`src/hdl/mcft_pkg.sv`:
```
package mcft_pkg;

  // Request kinds carried in req_type.
  localparam logic REQ_START    = 1'b0;
  localparam logic REQ_EXCHANGE = 1'b1;

  // Card geometry.
  localparam int FRAME_COUNT = 1024;
  localparam int SLOT_COUNT  = 4;

  // Transaction lengths in exchanged bytes.
  localparam logic [7:0] READ_LEN  = 8'd140;
  localparam logic [7:0] WRITE_LEN = 8'd138;

  // Command and reply byte values.
  localparam logic [7:0] ADDR_BASE = 8'h81;
  localparam logic [7:0] CMD_READ  = 8'h52;
  localparam logic [7:0] CMD_WRITE = 8'h57;
  localparam logic [7:0] ID_FIRST  = 8'h5A;
  localparam logic [7:0] ID_SECOND = 8'h5D;
  localparam logic [7:0] ACK_FIRST = 8'h5C;
  localparam logic [7:0] ACK_SECOND = 8'h5D;
  localparam logic [7:0] END_GOOD  = 8'h47;
  localparam logic [7:0] END_BAD_BLOCK = 8'hFF;

  // Byte positions within a read transaction.
  localparam logic [7:0] POS_ID_FIRST   = 8'd2;
  localparam logic [7:0] POS_ID_SECOND  = 8'd3;
  localparam logic [7:0] POS_FRAME_HI   = 8'd4;
  localparam logic [7:0] POS_FRAME_LO   = 8'd5;
  localparam logic [7:0] POS_RD_ACK1    = 8'd6;
  localparam logic [7:0] POS_RD_ACK2    = 8'd7;
  localparam logic [7:0] POS_RD_ECHO_HI = 8'd8;
  localparam logic [7:0] POS_RD_ECHO_LO = 8'd9;
  localparam logic [7:0] POS_RD_DATA_LO = 8'd10;
  localparam logic [7:0] POS_RD_DATA_HI = 8'd137;
  localparam logic [7:0] POS_RD_CSUM    = 8'd138;

  // Byte positions within a write transaction.
  localparam logic [7:0] POS_WR_DATA_LO = 8'd6;
  localparam logic [7:0] POS_WR_DATA_HI = 8'd133;
  localparam logic [7:0] POS_WR_CSUM    = 8'd134;
  localparam logic [7:0] POS_WR_ACK1    = 8'd135;
  localparam logic [7:0] POS_WR_ACK2    = 8'd136;

  typedef enum logic [1:0] {
    PH_IDLE  = 2'd0,
    PH_READ  = 2'd1,
    PH_WRITE = 2'd2
  } phase_t;

  typedef enum logic [2:0] {
    ST_SUCCESS       = 3'd0,
    ST_INVALID_BLOCK = 3'd1,
    ST_NOT_PRESENT   = 3'd2,
    ST_READ_ERR      = 3'd3,
    ST_WRITE_ERR     = 3'd4,
    ST_ADDR_MISMATCH = 3'd5,
    ST_CHECKSUM_ERR  = 3'd6
  } status_t;

  typedef struct packed {
    logic       req_type;
    logic       is_write;
    logic [2:0] slot;
    logic [9:0] frame_index;
    logic [7:0] write_data;
    logic [7:0] rx_byte;
    logic       rx_ok;
  } mcft_in_t;

  typedef struct packed {
    logic       tx_valid;
    logic [7:0] tx_byte;
    logic       data_valid;
    logic [7:0] data_byte;
    logic       done_res;
    logic [2:0] status;
  } mcft_out_t;

endpackage

```
`src/hdl/memory_card_frame_transfer_core.sv`:
```
// Channel   Direction  Ports                          Moves
// input     in         in_valid in_ready in_data      start or byte exchange item
// result    out        out_valid out_ready out_data   next tx byte, read data, status
//
// Every accepted item yields exactly one result item, in the next cycle.
// A new item is taken every cycle unless a result is stalled; the rate is set by the single result register.
// When the result register holds an item that is not taken, in_ready drops.
// rst_n is synchronous and active low; in_ready stays low during reset.
module memory_card_frame_transfer_core (
  input  logic                clk,
  input  logic                rst_n,
  input  logic                in_valid,
  output logic                in_ready,
  input  mcft_pkg::mcft_in_t  in_data,
  output logic                out_valid,
  input  logic                out_ready,
  output mcft_pkg::mcft_out_t out_data
);
  import mcft_pkg::*;

  phase_t     phase_r, phase_nxt;
  logic [7:0] pos_r, pos_nxt;
  logic [2:0] slot_r, slot_nxt;
  logic [9:0] frame_r, frame_nxt;
  logic [7:0] xor_r, xor_nxt;
  logic       absent_r, absent_nxt;
  logic       link_err_r, link_err_nxt;
  logic       mismatch_r, mismatch_nxt;

  logic       out_valid_r, out_valid_nxt;
  mcft_out_t  out_data_r, out_data_nxt;

  logic       in_acc;
  mcft_out_t  res;
  logic [7:0] pos_inc;
  logic [7:0] frame_hi;
  logic [7:0] frame_lo;
  logic       range_bad;

  // Header bytes (slot address, command, frame number); payload and checksum positions are handled by the caller.
  function automatic logic [7:0] header_byte(input logic [7:0] pos, input logic wr,
                                             input logic [2:0] slot,
                                             input logic [9:0] frame);
    logic [7:0] b;
    b = 8'h00;
    if (pos == 8'd0) begin
      b = ADDR_BASE + {5'b0, slot};
    end else if (pos == 8'd1) begin
      b = wr ? CMD_WRITE : CMD_READ;
    end else if (pos == POS_FRAME_HI) begin
      b = {6'b0, frame[9:8]};
    end else if (pos == POS_FRAME_LO) begin
      b = frame[7:0];
    end
    return b;
  endfunction

  assign in_ready = rst_n && (!out_valid_r || out_ready);
  assign in_acc   = in_valid && in_ready;
  assign pos_inc  = pos_r + 8'd1;
  assign frame_hi = {6'b0, frame_r[9:8]};
  assign frame_lo = frame_r[7:0];
  assign range_bad = (int'(in_data.slot) >= SLOT_COUNT) ||
                     (int'(in_data.frame_index) >= FRAME_COUNT);

  // Per-item sequencing: next state and the result for this item.
  always_comb begin
    phase_nxt    = phase_r;
    pos_nxt      = pos_r;
    slot_nxt     = slot_r;
    frame_nxt    = frame_r;
    xor_nxt      = xor_r;
    absent_nxt   = absent_r;
    link_err_nxt = link_err_r;
    mismatch_nxt = mismatch_r;
    res          = '0;

    if (in_acc) begin
      if (in_data.req_type == REQ_START) begin
        if (range_bad) begin
          phase_nxt    = PH_IDLE;
          res.done_res = 1'b1;
          res.status   = ST_INVALID_BLOCK;
        end else begin
          phase_nxt    = in_data.is_write ? PH_WRITE : PH_READ;
          slot_nxt     = in_data.slot;
          frame_nxt    = in_data.frame_index;
          pos_nxt      = 8'd0;
          xor_nxt      = {6'b0, in_data.frame_index[9:8]} ^ in_data.frame_index[7:0];
          absent_nxt   = 1'b0;
          link_err_nxt = 1'b0;
          mismatch_nxt = 1'b0;
          res.tx_valid = 1'b1;
          res.tx_byte  = ADDR_BASE + {5'b0, in_data.slot};
        end
      end else if (phase_r != PH_IDLE) begin
        // Checks common to both directions: link timeout and card ID.
        link_err_nxt = link_err_r || !in_data.rx_ok;
        absent_nxt   = absent_r ||
                       (pos_r == POS_ID_FIRST && in_data.rx_byte != ID_FIRST) ||
                       (pos_r == POS_ID_SECOND && in_data.rx_byte != ID_SECOND);

        if (phase_r == PH_READ) begin
          if ((pos_r == POS_RD_ACK1 && in_data.rx_byte != ACK_FIRST) ||
              (pos_r == POS_RD_ACK2 && in_data.rx_byte != ACK_SECOND)) begin
            link_err_nxt = 1'b1;
          end
          if ((pos_r == POS_RD_ECHO_HI && in_data.rx_byte != frame_hi) ||
              (pos_r == POS_RD_ECHO_LO && in_data.rx_byte != frame_lo)) begin
            mismatch_nxt = 1'b1;
          end
          if (pos_r >= POS_RD_DATA_LO && pos_r <= POS_RD_DATA_HI) begin
            res.data_valid = 1'b1;
            res.data_byte  = in_data.rx_byte;
          end
          if (pos_r >= POS_RD_DATA_LO && pos_r <= POS_RD_CSUM) begin
            xor_nxt = xor_r ^ in_data.rx_byte;
          end
          if (pos_inc >= READ_LEN) begin
            res.done_res = 1'b1;
            phase_nxt    = PH_IDLE;
            priority if (absent_nxt) begin
              res.status = ST_NOT_PRESENT;
            end else if (link_err_nxt || in_data.rx_byte != END_GOOD) begin
              res.status = ST_READ_ERR;
            end else if (mismatch_nxt) begin
              res.status = ST_ADDR_MISMATCH;
            end else if (xor_nxt != 8'h00) begin
              res.status = ST_CHECKSUM_ERR;
            end else begin
              res.status = ST_SUCCESS;
            end
          end else begin
            res.tx_valid = 1'b1;
            res.tx_byte  = header_byte(pos_inc, 1'b0, slot_r, frame_r);
          end
        end else begin
          if ((pos_r == POS_WR_ACK1 && in_data.rx_byte != ACK_FIRST) ||
              (pos_r == POS_WR_ACK2 && in_data.rx_byte != ACK_SECOND)) begin
            link_err_nxt = 1'b1;
          end
          if (pos_inc >= WRITE_LEN) begin
            res.done_res = 1'b1;
            phase_nxt    = PH_IDLE;
            priority if (absent_nxt) begin
              res.status = ST_NOT_PRESENT;
            end else if (link_err_nxt) begin
              res.status = ST_WRITE_ERR;
            end else if (in_data.rx_byte == END_GOOD) begin
              res.status = ST_SUCCESS;
            end else if (in_data.rx_byte == END_BAD_BLOCK) begin
              res.status = ST_INVALID_BLOCK;
            end else begin
              res.status = ST_WRITE_ERR;
            end
          end else begin
            res.tx_valid = 1'b1;
            priority if (pos_inc >= POS_WR_DATA_LO && pos_inc <= POS_WR_DATA_HI) begin
              res.tx_byte = in_data.write_data;
              xor_nxt     = xor_r ^ in_data.write_data;
            end else if (pos_inc == POS_WR_CSUM) begin
              res.tx_byte = xor_r;
            end else begin
              res.tx_byte = header_byte(pos_inc, 1'b1, slot_r, frame_r);
            end
          end
        end
        pos_nxt = pos_inc;
      end
    end
  end

  // Result register: loads on every accepted item, clears when taken.
  always_comb begin
    out_valid_nxt = out_valid_r;
    out_data_nxt  = out_data_r;
    if (in_acc) begin
      out_valid_nxt = 1'b1;
      out_data_nxt  = res;
    end else if (out_ready) begin
      out_valid_nxt = 1'b0;
    end
  end

  // Control state with synchronous reset.
  always_ff @(posedge clk) begin
    if (!rst_n) begin
      phase_r     <= PH_IDLE;
      pos_r       <= 8'd0;
      slot_r      <= 3'd0;
      frame_r     <= 10'd0;
      xor_r       <= 8'd0;
      absent_r    <= 1'b0;
      link_err_r  <= 1'b0;
      mismatch_r  <= 1'b0;
      out_valid_r <= 1'b0;
    end else begin
      phase_r     <= phase_nxt;
      pos_r       <= pos_nxt;
      slot_r      <= slot_nxt;
      frame_r     <= frame_nxt;
      xor_r       <= xor_nxt;
      absent_r    <= absent_nxt;
      link_err_r  <= link_err_nxt;
      mismatch_r  <= mismatch_nxt;
      out_valid_r <= out_valid_nxt;
    end
  end

  // Result payload needs no reset.
  always_ff @(posedge clk) begin
    out_data_r <= out_data_nxt;
  end

  assign out_valid = out_valid_r;
  assign out_data  = out_data_r;

endmodule

```
`config.mk`:
```
export PLATFORM = sky130hd
export DESIGN_NAME = memory_card_frame_transfer_core
export DESIGN_NICKNAME = d
export VERILOG_FILES = /design/src/hdl/mcft_pkg.sv /design/src/hdl/memory_card_frame_transfer_core.sv
export SDC_FILE = /design/constraint.sdc
export NUM_CORES = 1
export LEC_CHECK = 0
export ABC_AREA = 0
export BUFFER_PORTS_ARGS = -buffer_cell sky130_fd_sc_hd__buf_2
export CAP_MARGIN = 20
export CELL_PAD_IN_SITES_DETAIL_PLACEMENT = 1
export CELL_PAD_IN_SITES_GLOBAL_PLACEMENT = 1
export CORE_MARGIN = 10
export CORE_UTILIZATION = 25
export DETAILED_ROUTE_END_ITERATION = 16
export PLACE_DENSITY = 0.5
export SKIP_CTS_REPAIR_TIMING = 1
export SKIP_LAST_GASP = 1
export SYNTH_ARGS = -nofsm -noshare
export SYNTH_HDL_FRONTEND = slang
export SYNTH_SLANG_ARGS = --single-unit
```
`constraint.sdc`:
```
create_clock -name clk -period 3.42 [get_ports clk]
set_input_delay 0.342 -clock clk [delete_from_list [all_inputs] [get_ports clk]]
set_output_delay 0.342 -clock clk [all_outputs]
set_load 0.02 [all_outputs]
```
==> results.md <==
- Area after DPL: 0.00451 sq mm
- Root buf cell: clkbuf_16
- Max-Cap Viols: 0
- Fmax: 0.327 GHz
- Post-synth EDFFs: 22
- Reg-to-Reg Start: pos_r[1]$_SDFFE_PN0P_
- Hold slack final: ~0.25 ns
- Critical Path Max Stage Delay: 0.54 ns
- Ports: 60
- Number of antenna violations at the first check in global routing: 0
- Post-route DRC violation count: 0
- Die Width: roughly 150 microns
- Hold Crit Start: in_data[30]
- Layout Skew: ~0.0055 ns
- Std cell rows: 46
- Worst-Margin Slew: slightly below 1 ns
- Fin worst setup slack: 0.360 ns
- Final setup viols: 0
- Ratio of cells with drive above 1 in the final layout: around 17%
- Mapped Cells: roughly 510
- # clock sinks: 57
- Antenna diodes: 0
- Area growth syn-to-layout: 18.9%
- GRT Total Usage: roughly 15%
- Global-route wire length before repair: 25.6 mm
- GP Congestion: just under 0.9
- Post-Syn Area: 0.00402 sq mm
- Syn nets: about 550
- Total Die Area: around 0.022 sq mm
- Register area share after synthesis: between 30% and 40%
- Minimum clock period: 3.06 ns
- Core box area: ~0.016 sq mm
- Pre-CTS WS: 0.167 ns
- Hold Crit Class: in -> reg
- Slew headroom: 33.3%
- Nets: roughly 590
- Ys flop type: dfxtp_1
- WP data required: roughly 3.5 ns
- Setup Total Neg Slack: 0 ns
- Startpoint types: flip-flop
- CTS clock-pin slew for the worst setup and hold paths: about 0.060 ns
- Reg2reg end: out_data[20]$_DFFE_PP_
- Hold path endpoint: phase_r[1]$_SDFFE_PN0P_
- # H-tree levels: 3
- Min-Delay Path Depth: 3
- Vias in the first global route: approximately 4300
- Largest net degree at the start of global routing: 25
- Buffers on Ports: between 50 and 60
- Power Dens Cells: between 300 and 400 mW/mm^2
- DRT antenna net count: 0
- Crit-path cells: ha_2 > and3_2 > a31oi_4 > a211oi_2 > a21boi_1 > nor2_1 > a2111oi_0 > a311oi_1
- Critical Path AT: 3.14 ns
- Drt first pass iters: 4
- RSZ-0062 raised after global routing: false
- Syn Area/Cell: slightly below 8 sq um
- Max-slew violations: 0
- CP max FO: 11
- Final hold viol count: 0
- Worst-Skew Late Latency: approximately 0.34 ns
- Routed WL: about 16 mm
- R2r setup slk: about 0.36 ns
- CTS tree: yes
- Synth warnings: 0
- CP endpoint kind: flip-flop
- Peak supply drop: between 0.2 and 0.25 mV
- Crit path kind: reg -> reg
- Die Y: 147 microns
- Via count: 4070
- Vias per inst: between 5 and 6
- Max Root-Sink Buffers: 2
- Initial Utilization: between 20% and 30%
- Crit path max-delay cell type: dfxtp_1
- Avg WL per Cell: about 21 microns
- Fin crit share: 89.5%
- Synth unique cells: 73
- Reg2Reg Depth: 8
- Hpwl dp: 12.3 mm
- Pleak: approximately 1.7 nW
- Fill cells: just under 2000
- CTS buffer count: 9
- Yosys reg bits: 57
- Async SR Flop Fraction: 0%
- Initial DRC Count: roughly 240
- Total congestion overflow: 0
- Status: complete, no violations
- Final Cell Area: about 0.0048 sq mm
- Fin util: a little under a third
worst max-delay path: cells and delay by family (launching register included):
kind                       cells  cell delay, ns
DFF                            1            0.54
adders and majority gates      1            0.40
AOI/OAI and AO/OA              5            1.40
and+or+nand+nor                2            0.45
sequential cells by signal, indices dropped and copies added, names as in the netlist:
name        cells
out_data       22
frame_r        10
pos_r           8
xor_r           8
slot_r          3
phase_r         2
absent_r        1
link_err_r      1
mismatch_r      1
out_valid       1
cells by family (layout without fill, tap and decap cells):
family | count (synthesis) | after routing | share of synthesized area [%]
AND/OR/NAND/NOR | 210 | 210 | 25.8
AO/OA/AOI/OAI | 141 | 141 | 24.2
buffers and inverters | 59 | 105 | 6.23
flip-flops | 57 | 57 | 33.9
XOR/XNOR | 31 | 31 | 6.76
adder cells (fa/ha/maj) | 8 | 8 | 2.49
multiplexers | 2 | 2 | 0.530
report_power, final:
group          total, W  switching [W]  internal [W]
logic          0.000214       0.000141     0.0000727
clock network  0.000824       0.000344      0.000480
registers      0.000742      0.0000176      0.000724
total           0.00178       0.000502       0.00128
metrics by stage:
step	instances	total power, W
floorplan	508	0.000870
global placement	753	0.000965
detailed placement	754	0.000971
CTS	770	0.00180
global route	770	0.00185
finish	770	0.00178
cells in the final DEF, fill, tap and decap left out, types with 11 or more instances in the layout:
cell       n
nand2_1   76
buf_2     59
nor2_1    40
a21oi_1   35
dfxtp_1   35
o21ai_0   25
nand3_1   23
edfxtp_1  22
xnor2_1   18
inv_1     16
xor2_1    13
and2_1    12
buf_4     11
final cells by class:
| cell class | count | area (sq um) | share of cell area, % |
|---|---|---|---|
| inverter | 18 | 67.6 | 1.41 |
| timing repair buffer | 71 | 405 | 8.49 |
| multi-input combinational | 392 | 2410 | 50.4 |
| tap | 216 | 270 | 5.66 |
| sequential | 57 | 1360 | 28.5 |
| clock buffer | 9 | 225 | 4.72 |
| clock inverter | 7 | 37.5 | 0.786 |
synthesized netlist by cell type, drive strengths merged, types with 4 or more instances:
cell type / number / area share, %
o21ai: 27 / 3.4
ha: 8 / 2.5
xor2: 13 / 2.8
nor3: 6 / 0.75
nor2b: 6 / 0.93
dfxtp: 35 / 17
nor2: 40 / 3.7
o211ai: 6 / 1.1
clkbuf: 25 / 2.4
a211oi: 5 / 1.1
xnor2: 18 / 3.9
o221ai: 7 / 1.5
and3: 6 / 0.97
a31oi: 10 / 1.9
inv: 17 / 1.6
a221oi: 10 / 2.2
nand4: 10 / 1.6
o32ai: 8 / 1.7
or3: 4 / 0.62
o22ai: 4 / 0.62
a21oi: 35 / 4.4
buf: 16 / 2.2
and2: 12 / 1.9
nand3: 23 / 2.9
edfxtp: 22 / 16
nand2: 76 / 7.1
worst max-delay path by stage:
stage                          startpoint                      to  slack (ns)  depth (start not counted)
floorplan                           rst_n   pos_r[6]$_SDFFE_PN0P_        0.73                          8
global placement    pos_r[1]$_SDFFE_PN0P_   xor_r[5]$_SDFFE_PN0P_        0.33                          9
detailed placement  pos_r[1]$_SDFFE_PN0P_   xor_r[5]$_SDFFE_PN0P_        0.17                          9
CTS                 pos_r[1]$_SDFFE_PN0P_   xor_r[5]$_SDFFE_PN0P_        0.14                          9
global route        pos_r[1]$_SDFFE_PN0P_   xor_r[5]$_SDFFE_PN0P_        0.17                          9
finish              pos_r[1]$_SDFFE_PN0P_  out_data[20]$_DFFE_PP_        0.36                          8
layer usage:
metal / global-route usage, % / wire length (microns)
met3: 2.64 / 486
met5: 0 / 0
met1: 18.5 / 7500
met4: 7.71 / 519
met2: 25.4 / 7850
Note: power is estimated with default switching activity, not from simulation.
